**config.mk**
```make
export PLATFORM = sky130hd
export DESIGN_NAME = mm3_fifo
export DESIGN_NICKNAME = d
export VERILOG_FILES = /design/src/rtl/mm3_pkg.sv /design/src/rtl/mm3_fifo.sv
export SDC_FILE = /design/constraint.sdc
export NUM_CORES = 1
export LEC_CHECK = 0
export ABC_AREA = 1
export BUFFER_PORTS_ARGS = -buffer_cell sky130_fd_sc_hd__buf_2
export CORE_MARGIN = 2
export CORE_UTILIZATION = 35
export CTS_CLUSTER_DIAMETER = 40
export DETAILED_ROUTE_END_ITERATION = 8
export HOLD_SLACK_MARGIN = 0.02
export PLACE_DENSITY = 0.57
export SKIP_LAST_GASP = 1
export SLEW_MARGIN = 20
export SYNTH_ARGS = -nofsm -noshare
export SYNTH_HDL_FRONTEND = slang
export SYNTH_SLANG_ARGS = --single-unit
```
**constraint.sdc**
```tcl
create_clock -name clk -period 3.8 [get_ports clk]
set_input_delay 0.76 -clock clk [delete_from_list [all_inputs] [get_ports clk]]
set_output_delay 0.76 -clock clk [all_outputs]
set_load 0.05 [all_outputs]
```
**src/rtl/mm3_pkg.sv**
```systemverilog
// Shared types, constants and helper functions for the murmur3 x86 128-bit hash block.
// No dependencies; every rtl file imports this package.
package mm3_pkg;

	// Stream widths: payload fields packed from bit 0, padded to whole bytes
	localparam int S_TDATA_W = 136;
	localparam int M_TDATA_W = 128;
	localparam int CFG_IDX_W = 2;

	// Queue between front and back
	localparam int QUEUE_DEPTH = 4;
	localparam int QPTR_W      = $clog2(QUEUE_DEPTH);
	localparam int QCNT_W      = $clog2(QUEUE_DEPTH + 1);

	// Register indexes
	localparam logic [CFG_IDX_W-1:0] REG_SEED_LOW  = 2'd0;
	localparam logic [CFG_IDX_W-1:0] REG_SEED_HIGH = 2'd1;

	localparam logic [4:0] BLOCK_BYTES = 5'd16;

	typedef logic [31:0] word_t;
	typedef word_t [3:0] lanes_t;

	// Key mix constants per lane: k * KEY_CA, rotate, * KEY_CB
	localparam lanes_t KEY_CA = {32'ha1e38b93, 32'h38b34ae5, 32'hab0e9789, 32'h239b961b};
	localparam lanes_t KEY_CB = {32'h239b961b, 32'ha1e38b93, 32'h38b34ae5, 32'hab0e9789};
	localparam logic [3:0][4:0] KEY_ROT = {5'd18, 5'd17, 5'd16, 5'd15};

	// Lane update constants of the body mix
	localparam logic [3:0][4:0] LANE_ROT = {5'd13, 5'd15, 5'd17, 5'd19};
	localparam lanes_t LANE_ADD = {32'h32ac3b17, 32'h96cd1c35, 32'h0bcaa747, 32'h561ccd1b};

	// Final avalanche multipliers
	localparam word_t FMIX_M1 = 32'h85ebca6b;
	localparam word_t FMIX_M2 = 32'hc2b2ae35;

	// One queued block: mixed key words and what to do with them
	typedef struct packed {
		lanes_t     km;
		logic       body;
		logic       last;
		logic [4:0] add;
	} mm3_entry_t;

	// Queue status
	typedef struct packed {
		logic full;
		logic empty;
	} mm3_qstat_t;

	// Back-end status
	typedef struct packed {
		logic busy;
		logic idle;
	} mm3_bstat_t;

	typedef enum logic [2:0] {
		ST_IDLE,
		ST_MIX_B,
		ST_FIN_A,
		ST_FIN_B,
		ST_FMIX1,
		ST_FMIX2,
		ST_FMIX3,
		ST_OUT
	} mm3_state_t;

	function automatic word_t rotl32(input word_t v, input logic [4:0] r);
		return (v << r) | (v >> (6'd32 - {1'b0, r}));
	endfunction

	// v * 5 + c as shift-add
	function automatic word_t mul5_add(input word_t v, input word_t c);
		return (v << 2) + v + c;
	endfunction

endpackage

```
**src/rtl/mm3_fifo.sv**
```systemverilog
// Short queue of mixed blocks between the front end and the lane unit.
// Depends on mm3_pkg.
module mm3_fifo (
	input  logic                clk,
	input  logic                arst_n,
	input  logic                push,
	input  mm3_pkg::mm3_entry_t push_entry,
	input  logic                pop,
	output mm3_pkg::mm3_entry_t head,
	output mm3_pkg::mm3_qstat_t qstat
);
	import mm3_pkg::*;

	mm3_entry_t        mem_q [QUEUE_DEPTH];
	logic [QPTR_W-1:0] wr_ptr_q, rd_ptr_q;
	logic [QCNT_W-1:0] count_q;

	assign qstat.full  = (count_q == QCNT_W'(QUEUE_DEPTH));
	assign qstat.empty = (count_q == '0);
	assign head        = mem_q[rd_ptr_q];

	// Pointers and fill count
	always_ff @(posedge clk or negedge arst_n) begin
		if (!arst_n) begin
			wr_ptr_q <= '0;
			rd_ptr_q <= '0;
			count_q  <= '0;
		end else begin
			if (push) wr_ptr_q <= (wr_ptr_q == QPTR_W'(QUEUE_DEPTH - 1)) ? '0 : wr_ptr_q + 1'b1;
			if (pop)  rd_ptr_q <= (rd_ptr_q == QPTR_W'(QUEUE_DEPTH - 1)) ? '0 : rd_ptr_q + 1'b1;
			if (push && !pop)      count_q <= count_q + 1'b1;
			else if (pop && !push) count_q <= count_q - 1'b1;
		end
	end

	// Storage
	always_ff @(posedge clk) begin
		if (push) mem_q[wr_ptr_q] <= push_entry;
	end

endmodule

```
[Word level (Yosys, flattened, before mapping)]
Memory sizes are Yosys's and may differ from the RTL's.
Index checks and enable logic that the tools add are counted.
Storage, ports and cells
  bits in registers: 7
  memory bits (writable): 540
  memories: 1
Cells by class
  $add $sub $neg: 4
  equality and inequality tests: 3
  muxes and demuxes: 6
  reductions and logical operators: 6
Memories
  mem_q: depth 4, bits a word 135, rd ports 1, clocked after memory_dff 0, write ports 1, line mm3_fifo.sv:14  | mm3_entry_t mem_q [QUEUE_DEPTH];
Operators with widths (number)
  3-bit two-way mux: 2
  2-bit by 1-bit adder with 2-bit output, second input constant: 2
  2-bit equality test, second input constant: 2
  2-bit two-way mux: 2
  3-bit by 1-bit adder with 3-bit output, second input constant: 1
  3-bit equality test, second input constant: 1
  3-bit zero test: 1
  3-bit by 1-bit subtractor with 3-bit output, second input constant: 1
  1-bit logical AND: 2
  1-bit zero test: 2
  1-bit two-way mux: 2
  2-bit nonzero test: 1

[Logic depth before layout (Yosys ltp)]
  word-level depth: 4
  depth in mapped cells: 9
  gate-level depth less buffers: 9

[Worst setup path after synthesis]
OpenSTA, ideal clock, no wires.
  path kind: input to register
  from: in push
  to: mem mem_q[3][0] (netlist bit) (enable)
  arrival: 3.404 ns
  setup slack: -0.092 ns
  stages on the path: 2
  buffers on the path: 0
  cell sequence: nand2_1 > inv_1
On the way
  cells in the longest elaborated chain, start to end: 2
Ends and longest elaborated chain
  start: declaration: line mm3_fifo.sv:6  | input logic push,
  1-bit two-way mux: line mm3_fifo.sv:38  | if (push) mem_q[wr_ptr_q] <= push_entry;
  1-bit two-way mux (implied by the code): line mm3_fifo.sv:38
  end: declaration: line mm3_fifo.sv:14
No other way between the ends.

==> results.ini <==
[run_status]
status=complete, no violations

[placement]
io_buffers=275
gp_congestion=0.7167
hpwlAfterDp_um=27180
dp.cells=2684

[timing]
rsz0062_at_grt=false
post-route-min-period_ns=3.295
final_max_slew_viol_count=0
max_slew.worst_pin.slew_ns=0.8130
timing.slew.headroom_pct=45.68
fmax_mhz=303.5
fin_setup_tns_ns=0
fin_crit_sh_pct=86.71
fin_worst_skew_ns=0.02687
hold_viol=0
setup_viol=0

[clocking]
cts_tree=built
clk_latency_ns=0.62
post_cts_buffers=0
clock-root-buffer=clkbuf_16
cts_made_buffers=87
clkSinkCount=547
htree_levels=3
clk_path_buf_depth=3
clkTransAtPathRegs_ns=0.05

[finish]
nNetsFinal=2083
fin_cells=2849
final_cell_mix=540 x edfxtp_1, 420 x nand2_1, 277 x inv_1
n_fill_cell=5660
final_core_util_pct=43.86
drive_gt1_share_pct=22.99
layout_commonest_cell=edfxtp_1
area_growth_pct=23.54

[critical_path]
path_buf_inv=3
cp_max_fo=173
startpoint_type=register
path_class=register to output pin
worstPathArrival_ns=2.53
cp.required_ns=3.04
crit_family=buffers and inverters
cpMaxStageDelayCell=dfrtp_1
max_stage_delay_ns=0.50
regToRegSetupSlack_ns=1.57
worstPathCellList=inv_16, buf_12, o211ai_1, nand2_1, buf_2
end_kind=output pin

[logic_synthesis]
synth_cells=1626
synth_seq_cells=547
synth_cell_types=19
yosys.area.top_type=edfxtp_1
synthTopCellsByArea=edfxtp_1 74%, o211ai_1 9.2%, nand2_1 7.2%
synth_area_um2=21990
ys_seq_area_share_pct=74.53
synth_top_area_share_pct=73.74
syn-num-nets=1772
yosysWarningCount=0
syn_area_per_cell_um2=13.52

[power_and_ir_drop]
p_comb_share_pct=36.1
internal-power_uw=14700
powerDensity_nw_per_um2=913.0
clkPwrFrac_pct=31.6
leakagePower_uw=0.01089
swShare_pct=40.73
switchingPower_uw=10100
seq_power_share_pct=32.3
vdd_drop_max_mv=0.5238

[die]
initial_utilization_pct=35.50
ios=276
core_um2=61940
row_count=91
die_w_um=254.7
dieArea_um2=64850
die_h_um=254.7

[route]
avgViaCountPerCell=4.538
num_vias=12930
wl_per_cell_um=16.37
drc_errors=0
ant_nets=0
drt_iter0_markers=621
wl_um=46630
firstDrtPassIters=5

[run]
max-cap-violations=0

[grt]
antenna_found_initial=10
grt_pass1_vias=12960
grt_max_degree=174
overflow=0
grt_pass1_wl_um=71290
track_usage_pct=14.37

[min_path]
hold_class=input pin to register

## cell usage after synthesis
| library cell | count |
|---|---|
| buf_2 | 12 |
| buf_4 | 11 |
| buf_6 | 52 |
| clkbuf_1 | 13 |
| dfrtp_1 | 7 |
| edfxtp_1 | 540 |
| fa_1 | 1 |
| ha_1 | 6 |
| inv_1 | 281 |
| inv_4 | 2 |
| nand2_1 | 420 |
| nand3_1 | 1 |
| nand4_1 | 1 |
| nor2_1 | 2 |
| nor3_1 | 2 |
| o211ai_1 | 270 |
| o21ai_0 | 3 |
| o21ai_1 | 1 |
| xnor2_1 | 1 |
## worst reg2reg max path: stages, from the launching register on
cell        delay, ns
dfrtp_1          0.39
inv_1            0.09
ha_1             0.19
nand2_1          0.10
clkinvlp_4       0.65
buf_4            0.51
## metal layers
metal	GRT usage (%)	share of wire (%)	vias up
met5	0	0.18	-
met4	5.313	2.1	14
met3	4.695	6.7	91
met2	24.38	49	278
met1	17.03	42	6182
li1	-	-	6363
## flip-flops by register name (all words and copies together), names as in the netlist
register  count
wr_ptr_q      2
rd_ptr_q      2
count_q       3
mem_q       540
## through the flow
stage	area [um^2]	total power (uW)	hold WS [ns]	setup slack (ns)
finish	27170	24800	0.3515	0.5051
global route	27170	26030	0.3133	0.3404
CTS	27160	25190	0.2922	0.4582
detailed placement	24180	17240	0.5046	1.157
global placement	24180	17120	0.4862	1.202
floorplan	22010	15100	0.4634	0.5660
## power by group through the flow
stage / Sequential (uW) / Clock (uW) / Combinational (uW)
final: 8000 / 7850 / 8960
after global routing: 8080 / 8290 / 9660
after CTS: 8010 / 8050 / 9130
after detailed placement: 8130 / 0 / 9120
after global placement: 8090 / 0 / 9030
after floorplan: 8090 / 0 / 7010
## logic make-up after synthesis
logic type / synth area share [%]
adder cells (fa/ha/maj): 0.4324
flip-flops: 74.53
AND/OR/NAND/NOR: 7.300
buffers and inverters: 8.386
AO/OA/AOI/OAI: 9.308
XOR/XNOR: 0.03983
## worst paths after layout
path                                 from       endpoint  depth (start not counted)
hold / removal             push_entry[84]   mem_q[0][84]                          1
hold reg to reg                count_q[2]     count_q[2]                          2
setup reg to reg              wr_ptr_q[0]  mem_q[0][132]                          5
max in group asynchronous          arst_n    rd_ptr_q[1]                          2
min in group asynchronous          arst_n    rd_ptr_q[0]                          2
setup / recovery              rd_ptr_q[0]       head[74]                          5
## layout make-up
class	instances	area, um^2	area share [%]
Tap cell	837	1047	3.855
Clock inverter	70	782.0	2.878
Clock buffer	92	2196	8.082
Timing Repair Buffer	310	1892	6.963
Inverter	283	1096	4.034
Sequential cell	547	16390	60.34
Antenna cell	2	5.005	0.01842
Multi-Input combinational cell	708	3756	13.83
## timing repair
action,4_1_cts,5_1_grt
gates resized for setup,0,0
endpoints found under the hold margin,7,0
endpoints found under the setup margin,0,0
hold buffers,1,0
Note: power is estimated with default switching activity, not from simulation.
