--- config.mk ---
export PLATFORM = sky130hd
export DESIGN_NAME = mm3_front
export DESIGN_NICKNAME = d
export VERILOG_FILES = /design/src/rtl/mm3_pkg.sv /design/src/rtl/mm3_front.sv
export SDC_FILE = /design/constraint.sdc
export NUM_CORES = 2
export LEC_CHECK = 0
export BUFFER_PORTS_ARGS = -buffer_cell sky130_fd_sc_hd__buf_2
export CAP_MARGIN = 10
export CORE_ASPECT_RATIO = 1.75
export CORE_MARGIN = 2
export CORE_UTILIZATION = 50
export DETAILED_ROUTE_END_ITERATION = 16
export PLACE_DENSITY = 0.66
export SYNTH_ARGS = -nofsm -noshare
export SYNTH_HDL_FRONTEND = slang
export SYNTH_SLANG_ARGS = --single-unit
--- constraint.sdc ---
create_clock -name clk -period 13.54 [get_ports clk]
set_input_delay 1.354 -clock clk [delete_from_list [all_inputs] [get_ports clk]]
set_output_delay 1.354 -clock clk [all_outputs]
set_load 0.02 [all_outputs]
--- src/rtl/mm3_pkg.sv ---
// Shared types, constants and helper functions for the murmur3 x86 128-bit hash block.
// No dependencies; every rtl file imports this package.
package mm3_pkg;

	// Stream widths: payload fields packed from bit 0, padded to whole bytes
	localparam int S_TDATA_W = 136;
	localparam int M_TDATA_W = 128;
	localparam int CFG_IDX_W = 2;

	// Queue between front and back
	localparam int QUEUE_DEPTH = 4;
	localparam int QPTR_W      = $clog2(QUEUE_DEPTH);
	localparam int QCNT_W      = $clog2(QUEUE_DEPTH + 1);

	// Register indexes
	localparam logic [CFG_IDX_W-1:0] REG_SEED_LOW  = 2'd0;
	localparam logic [CFG_IDX_W-1:0] REG_SEED_HIGH = 2'd1;

	localparam logic [4:0] BLOCK_BYTES = 5'd16;

	typedef logic [31:0] word_t;
	typedef word_t [3:0] lanes_t;

	// Key mix constants per lane: k * KEY_CA, rotate, * KEY_CB
	localparam lanes_t KEY_CA = {32'ha1e38b93, 32'h38b34ae5, 32'hab0e9789, 32'h239b961b};
	localparam lanes_t KEY_CB = {32'h239b961b, 32'ha1e38b93, 32'h38b34ae5, 32'hab0e9789};
	localparam logic [3:0][4:0] KEY_ROT = {5'd18, 5'd17, 5'd16, 5'd15};

	// Lane update constants of the body mix
	localparam logic [3:0][4:0] LANE_ROT = {5'd13, 5'd15, 5'd17, 5'd19};
	localparam lanes_t LANE_ADD = {32'h32ac3b17, 32'h96cd1c35, 32'h0bcaa747, 32'h561ccd1b};

	// Final avalanche multipliers
	localparam word_t FMIX_M1 = 32'h85ebca6b;
	localparam word_t FMIX_M2 = 32'hc2b2ae35;

	// One queued block: mixed key words and what to do with them
	typedef struct packed {
		lanes_t     km;
		logic       body;
		logic       last;
		logic [4:0] add;
	} mm3_entry_t;

	// Queue status
	typedef struct packed {
		logic full;
		logic empty;
	} mm3_qstat_t;

	// Back-end status
	typedef struct packed {
		logic busy;
		logic idle;
	} mm3_bstat_t;

	typedef enum logic [2:0] {
		ST_IDLE,
		ST_MIX_B,
		ST_FIN_A,
		ST_FIN_B,
		ST_FMIX1,
		ST_FMIX2,
		ST_FMIX3,
		ST_OUT
	} mm3_state_t;

	function automatic word_t rotl32(input word_t v, input logic [4:0] r);
		return (v << r) | (v >> (6'd32 - {1'b0, r}));
	endfunction

	// v * 5 + c as shift-add
	function automatic word_t mul5_add(input word_t v, input word_t c);
		return (v << 2) + v + c;
	endfunction

endpackage

--- src/rtl/mm3_front.sv ---
// Front end: takes input beats, masks tail bytes and runs the two-multiply key mix.
// Depends on mm3_pkg; feeds mm3_fifo.
module mm3_front (
	input  logic                          clk,
	input  logic                          arst_n,
	input  logic                          s_tvalid,
	output logic                          s_tready,
	// data_low [63:0], data_high [127:64], valid_bytes [132:128], zero pad
	input  logic [mm3_pkg::S_TDATA_W-1:0] s_tdata,
	input  logic                          s_tlast,
	input  mm3_pkg::mm3_qstat_t           qstat,
	output logic                          push,
	output mm3_pkg::mm3_entry_t           push_entry
);
	import mm3_pkg::*;

	logic       v_s1, v_s2;
	logic       ready_s1, ready_s2;
	lanes_t     prod_s1, prod_s2;
	logic       body_s1, body_s2;
	logic       last_s1, last_s2;
	logic [4:0] add_s1, add_s2;

	logic [4:0]   vb_sat;
	logic [4:0]   nbytes;
	logic [127:0] masked;
	lanes_t       prod_d;
	lanes_t       prod2_d;

	// Stage handshake
	assign ready_s2 = !v_s2 || !qstat.full;
	assign ready_s1 = !v_s1 || ready_s2;
	assign s_tready = ready_s1;
	assign push     = v_s2 && !qstat.full;

	// Byte count, tail masking and the first key multiply
	always_comb begin
		vb_sat = (s_tdata[132:128] > BLOCK_BYTES) ? BLOCK_BYTES : s_tdata[132:128];
		nbytes = s_tlast ? vb_sat : BLOCK_BYTES;
		for (int b = 0; b < 16; b++) begin
			masked[8*b +: 8] = (5'(b) < nbytes) ? s_tdata[8*b +: 8] : 8'h00;
		end
		for (int i = 0; i < 4; i++) begin
			prod_d[i] = word_t'(masked[32*i +: 32] * KEY_CA[i]);
		end
	end

	// Second multiply after the rotate
	always_comb begin
		for (int i = 0; i < 4; i++) begin
			prod2_d[i] = word_t'(rotl32(prod_s1[i], KEY_ROT[i]) * KEY_CB[i]);
		end
	end

	// Valid bits
	always_ff @(posedge clk or negedge arst_n) begin
		if (!arst_n) begin
			v_s1 <= 1'b0;
			v_s2 <= 1'b0;
		end else begin
			if (ready_s1) v_s1 <= s_tvalid;
			if (ready_s2) v_s2 <= v_s1;
		end
	end

	// Payload
	always_ff @(posedge clk) begin
		if (ready_s1 && s_tvalid) begin
			prod_s1 <= prod_d;
			body_s1 <= (nbytes == BLOCK_BYTES);
			last_s1 <= s_tlast;
			add_s1  <= nbytes;
		end
		if (ready_s2 && v_s1) begin
			prod_s2 <= prod2_d;
			body_s2 <= body_s1;
			last_s2 <= last_s1;
			add_s2  <= add_s1;
		end
	end

	assign push_entry = '{km: prod_s2, body: body_s2, last: last_s2, add: add_s2};

endmodule

Word level (Yosys, flattened, before mapping):

Cells that the tools add are included.

* word-level logic and storage cells: 72
* input port bits: 142
* output and inout port bits: 137
* register bits after elaboration: 272

* bitwise logic cells: 4
* reduce and logical (&&, ||, !) cells: 8
* equal/unequal tests: 1
* mux-type cells: 18
* magnitude comparators: 17
* multipliers: 8

Operators by type and width (number)
* 32-bit by 30-bit multiplier with 32-bit output, second input constant: 4
* 32-bit by 32-bit multiplier with 32-bit output, second input constant: 4
* 8-bit two-way mux: 16
* 4-bit by 5-bit < comparator with 1-bit output, first input constant: 8
* 32-bit by 15-bit bitwise OR with 32-bit output: 1
* 32-bit by 16-bit bitwise OR with 32-bit output: 1
* 32-bit by 17-bit bitwise OR with 32-bit output: 1
* 32-bit by 18-bit bitwise OR with 32-bit output: 1
* 3-bit by 5-bit < comparator with 1-bit output, first input constant: 4
* 1-bit by 5-bit < comparator with 1-bit output, first input constant: 2
* 2-bit by 5-bit < comparator with 1-bit output, first input constant: 2
* 5-bit two-way mux: 2
* 5-bit == test, second input constant: 1
* 5-bit > comparator, second input constant: 1
* 1-bit logical AND: 3
* 1-bit logical NOT: 3
* 1-bit logical OR: 2

Logic depth before layout (Yosys ltp):

* word-level depth: 6
* gate-level depth with buffers: 32
* depth with buffers taken out: 31

Worst setup path before layout:

Ideal clock, no wire load.

* path type: input -> register
* start point: in qstat[1] (netlist bit)
* end point: reg add_s2[0], enable pin
* cell stages on the path: 1
* buffers on the path: 0
* data required time: 12.704 ns
* slack: 1.636 ns
* library setup time: 0.836 ns
* arrival: 11.068 ns
* path through: a21boi_0

* longest elaborated chain between the ends: 3

RTL lines
* start: declaration: line mm3_front.sv:11 `input mm3_pkg::mm3_qstat_t qstat,`
* 1-bit logical NOT: line mm3_front.sv:31 `assign ready_s2 = !v_s2 || !qstat.full;`
* 1-bit logical OR: line mm3_front.sv:31
* 1-bit logical AND: line mm3_front.sv:74 `if (ready_s2 && v_s1) begin`
* end signal: assignment: line mm3_front.sv:78 `add_s2 <= add_s1;`
* end: declaration: line mm3_front.sv:22 `logic [4:0] add_s1, add_s2;`

Every way passes these cells.
A chain may end at the register's enable or synchronous reset.

==> impl_table.tex <==
\begin{tabular}{lr}
\hline
Metric & Value \\
\hline
\multicolumn{2}{l}{\textbf{Placement}} \\
Detailed-placement wirelength estimate & 178 mm \\
Number of buffer cells added on primary ports & 274 \\
GP Congestion & roughly 0.99 \\
\multicolumn{2}{l}{\textbf{Critical path}} \\
Worst-path fanout max & 12 \\
Kind of critical path & input pin to flip-flop \\
Startpoint type of the worst setup path & input pin \\
Endpoint type of the worst setup path & flip-flop \\
Critical Path RT & 13870 ps \\
CP peak stage delay & 570 ps \\
Number of gates on the worst path with buffers counted & 29 \\
Cell type group with the largest total delay on the critical path & adder cells \\
CP arrival & $\sim$10000 ps \\
Crit path buf inv count & 7 \\
Reg2Reg Depth & 24 \\
Most used cell along the critical path & fa\_1 \\
Master of the slowest instance on the critical path & fa\_1 \\
\multicolumn{2}{l}{\textbf{Synthesis}} \\
Number of cells produced by synthesis & 6944 \\
Number of warnings issued by yosys & 0 \\
Number of register bits inferred by synthesis & 272 \\
Post-synth top flop & edfxtp\_1 \\
Cell area after synthesis & 73700 um2 \\
Post-Synthesis Net Count & 9982 \\
Mapped Avg Cell Area & 10.6 um2 \\
Yosys cell types & 83 \\
Async SR Flop Fraction & 0.00735 \\
Sequential fraction of the synthesis area & 0.111 \\
Number of enable-type register cells in the synthesized netlist & 270 \\
\multicolumn{2}{l}{\textbf{Run status}} \\
Outcome & completed \\
\multicolumn{2}{l}{\textbf{Min path}} \\
Hold Path Depth & 0 \\
Hold Crit Class & flip-flop to flip-flop \\
\multicolumn{2}{l}{\textbf{Timing}} \\
Max transition margin & 0.339 \\
Crit share post-route & 0.697 \\
Worst-margin pin slew & 985 ps \\
Number of max-slew violations in the final report & 0 \\
Final Skew & between 40 and 50 ps \\
Final count of negative-setup-slack endpoints & 0 \\
Achievable frequency & between 100 and 150 MHz \\
Time the worst path needs with I/O delays and setup & roughly 9400 ps \\
Number of endpoints with negative hold slack in the final report & 0 \\
Setup tns final & 0 ps \\
RSZ-0062 raised after global routing & no \\
\multicolumn{2}{l}{\textbf{Layout}} \\
Share of final-layout standard cells stronger than drive strength 1 & 0.0532 \\
Fin nets & 10300 \\
Area added between synthesis and finish & 6.87\% \\
\multicolumn{2}{l}{\textbf{Global route}} \\
All-Layer GR Usage & 0.275 \\
Vias in the first global route & 55600 \\
First-pass GRT wire length & around 300 mm \\
Grt total ovfl & 0 \\
Number of antenna violations at the first check in global routing & 17 \\
Maximum number of pins on one net before global-route repair & 136 \\
\multicolumn{2}{l}{\textbf{Floorplanning}} \\
Number of ports placed on the die boundary & 279 \\
Die Height & 512 um \\
Placement row count & 186 \\
Initial Util & 0.503 \\
Die ar. & 151000 um2 \\
Std-Cell Core Area & 147000 um2 \\
Die X & 294 um \\
\multicolumn{2}{l}{\textbf{Clock network}} \\
Insertion delay of the later-clocked pin in the worst-skew pair & 610 ps \\
CTS tree & done \\
H-tree levels & 2 \\
Clock slew at reported path FFs & 60 ps \\
Number of gates given a new drive strength after cts & 0 \\
Clock buffers created by TritonCTS & 36 \\
Post-CTS Setup Bufs & 0 \\
Clock Tree Buf Depth & 3 \\
Number of sinks handled by clock tree synthesis & 272 \\
Root buffer selected by CTS & clkbuf\_16 \\
Cts-stage hold buffer count & 0 \\
\multicolumn{2}{l}{\textbf{Flow run}} \\
Total of max-cap violations & 0 \\
\multicolumn{2}{l}{\textbf{Detailed routing}} \\
Average detailed-routed wire length per instance & 21.5 um \\
Count of TritonRoute iterations in the first routing pass & 7 \\
Count of unresolved DRC violations after routing & 0 \\
Count of antenna-violating nets left after detailed routing & 0 \\
Routed vias & approximately 48000 \\
Drt via density & 5.21 \\
Iteration-0 DRC count of the detailed router & about 1700 \\
DRT Wirelength & 197 mm \\
\hline
\end{tabular}
==> path summary, 6_finish.rpt <==
kind | start | slack (ps) | to
max reg2reg | prod_s1[23]$_DFFE_PP_ | 6170 | push_entry[37]$_DFFE_PP_
max in group asynchronous | arst_n | 12940 | v_s1$_DFFE_PN0N_
max | s_tlast | 4110 | prod_s1[62]$_DFFE_PP_
min in group asynchronous | arst_n | 510 | v_s1$_DFFE_PN0N_
min | add_s1[1]$_DFFE_PP_ | 420 | add_s2[1]$_DFFE_PP_
min reg2reg | add_s1[1]$_DFFE_PP_ | 420 | add_s2[1]$_DFFE_PP_
==> logic make-up after synthesis <==
kind of cell | after synthesis | share of synthesized area
xor+xnor | 486 | 0.0578
simple gates | 518 | 0.0359
mux | 3 | 0.000407
fa+ha+maj | 2896 | 0.633
buf+inv | 2241 | 0.114
compound gates | 528 | 0.0480
flops | 272 | 0.111
==> stage by stage <==
stage          instances   util  setup slack [ps]  hold WS (ps)  instance area [um2]
6_report            9155  0.537              4110           421                78800
5_1_grt             9153  0.537              3590           429                78800
4_1_cts             9151  0.537              4110           421                78800
3_5_place_dp        9086  0.528              3490           406                77400
3_3_place_gp        9086  0.528              3510           401                77400
2_1_floorplan       6944      -              1640           400                73700
==> final cells by class <==
type	count	area (um2)
antenna	4	10.0
clock buffer	38	951
clock inverter	27	372
fill	13100	67800
inverter	2216	8320
multi-input combinational	4431	57100
sequential	272	8160
tap	1880	2350
timing repair buffer	287	1480
==> layout by cell type, fill, tap and decap left out, types with 12 or more instances in the layout <==
| cell type | Yosys | routed |
|---|---|---|
| inv_1 | 2216 | 2216 |
| ha_1 | 1510 | 1510 |
| fa_1 | 1386 | 1386 |
| xnor2_1 | 411 | 411 |
| buf_2 | 3 | 274 |
| edfxtp_1 | 270 | 270 |
| a21oi_1 | 156 | 156 |
| nand2_1 | 119 | 119 |
| nor2_1 | 116 | 116 |
| a21o_1 | 94 | 94 |
| and2_1 | 89 | 88 |
| xor2_1 | 74 | 74 |
| o21ai_0 | 71 | 71 |
| clkbuf_16 | 0 | 38 |
| o21bai_1 | 35 | 35 |
| and3_1 | 35 | 35 |
| o21a_1 | 34 | 34 |
| nor2b_1 | 30 | 30 |
| nand2b_1 | 27 | 27 |
| nor3_1 | 27 | 27 |
| nand3_1 | 22 | 22 |
| a211oi_1 | 18 | 18 |
| a31oi_1 | 15 | 15 |
| o31ai_1 | 14 | 14 |
| buf_4 | 2 | 12 |
==> sequential cells by signal, indices dropped and copies added (netlist names) <==
register    flops
v_s1            1
v_s2            1
add_s1          5
prod_s1       128
push_entry    128
body_s2         1
add_s2          5
last_s1         1
body_s1         1
last_s2         1
==> layer usage <==
| metal | vias to the layer above | part of all wire | GRT usage |
|---|---|---|---|
| met1 | 24000 | 0.33 | 0.270 |
| met3 | 608 | 0.035 | 0.0300 |
| met5 | - | 0.00082 | 0 |
| met4 | 26 | 0.084 | 0.187 |
| met2 | 1140 | 0.55 | 0.529 |
| li1 | 22000 | - | - |
==> synthesized netlist by cell type, types with 18 or more instances <==
master | instances | area, um2
edfxtp_1 | 270 | 8110
nor2b_1 | 30 | 188
nor2_1 | 116 | 435
inv_1 | 2216 | 8320
xnor2_1 | 411 | 3600
a211oi_1 | 18 | 135
o21ai_0 | 71 | 355
ha_1 | 1510 | 18900
o21a_1 | 34 | 255
xor2_1 | 74 | 648
fa_1 | 1386 | 27700
and3_1 | 35 | 219
a21o_1 | 94 | 706
nand2_1 | 119 | 447
and2_1 | 89 | 557
a21oi_1 | 156 | 781
nand3_1 | 22 | 110
nand2b_1 | 27 | 169
nor3_1 | 27 | 135
o21bai_1 | 35 | 263
Power is not shown: default switching activity piles up to over one toggle a cycle in this logic, so the estimate is an artifact.
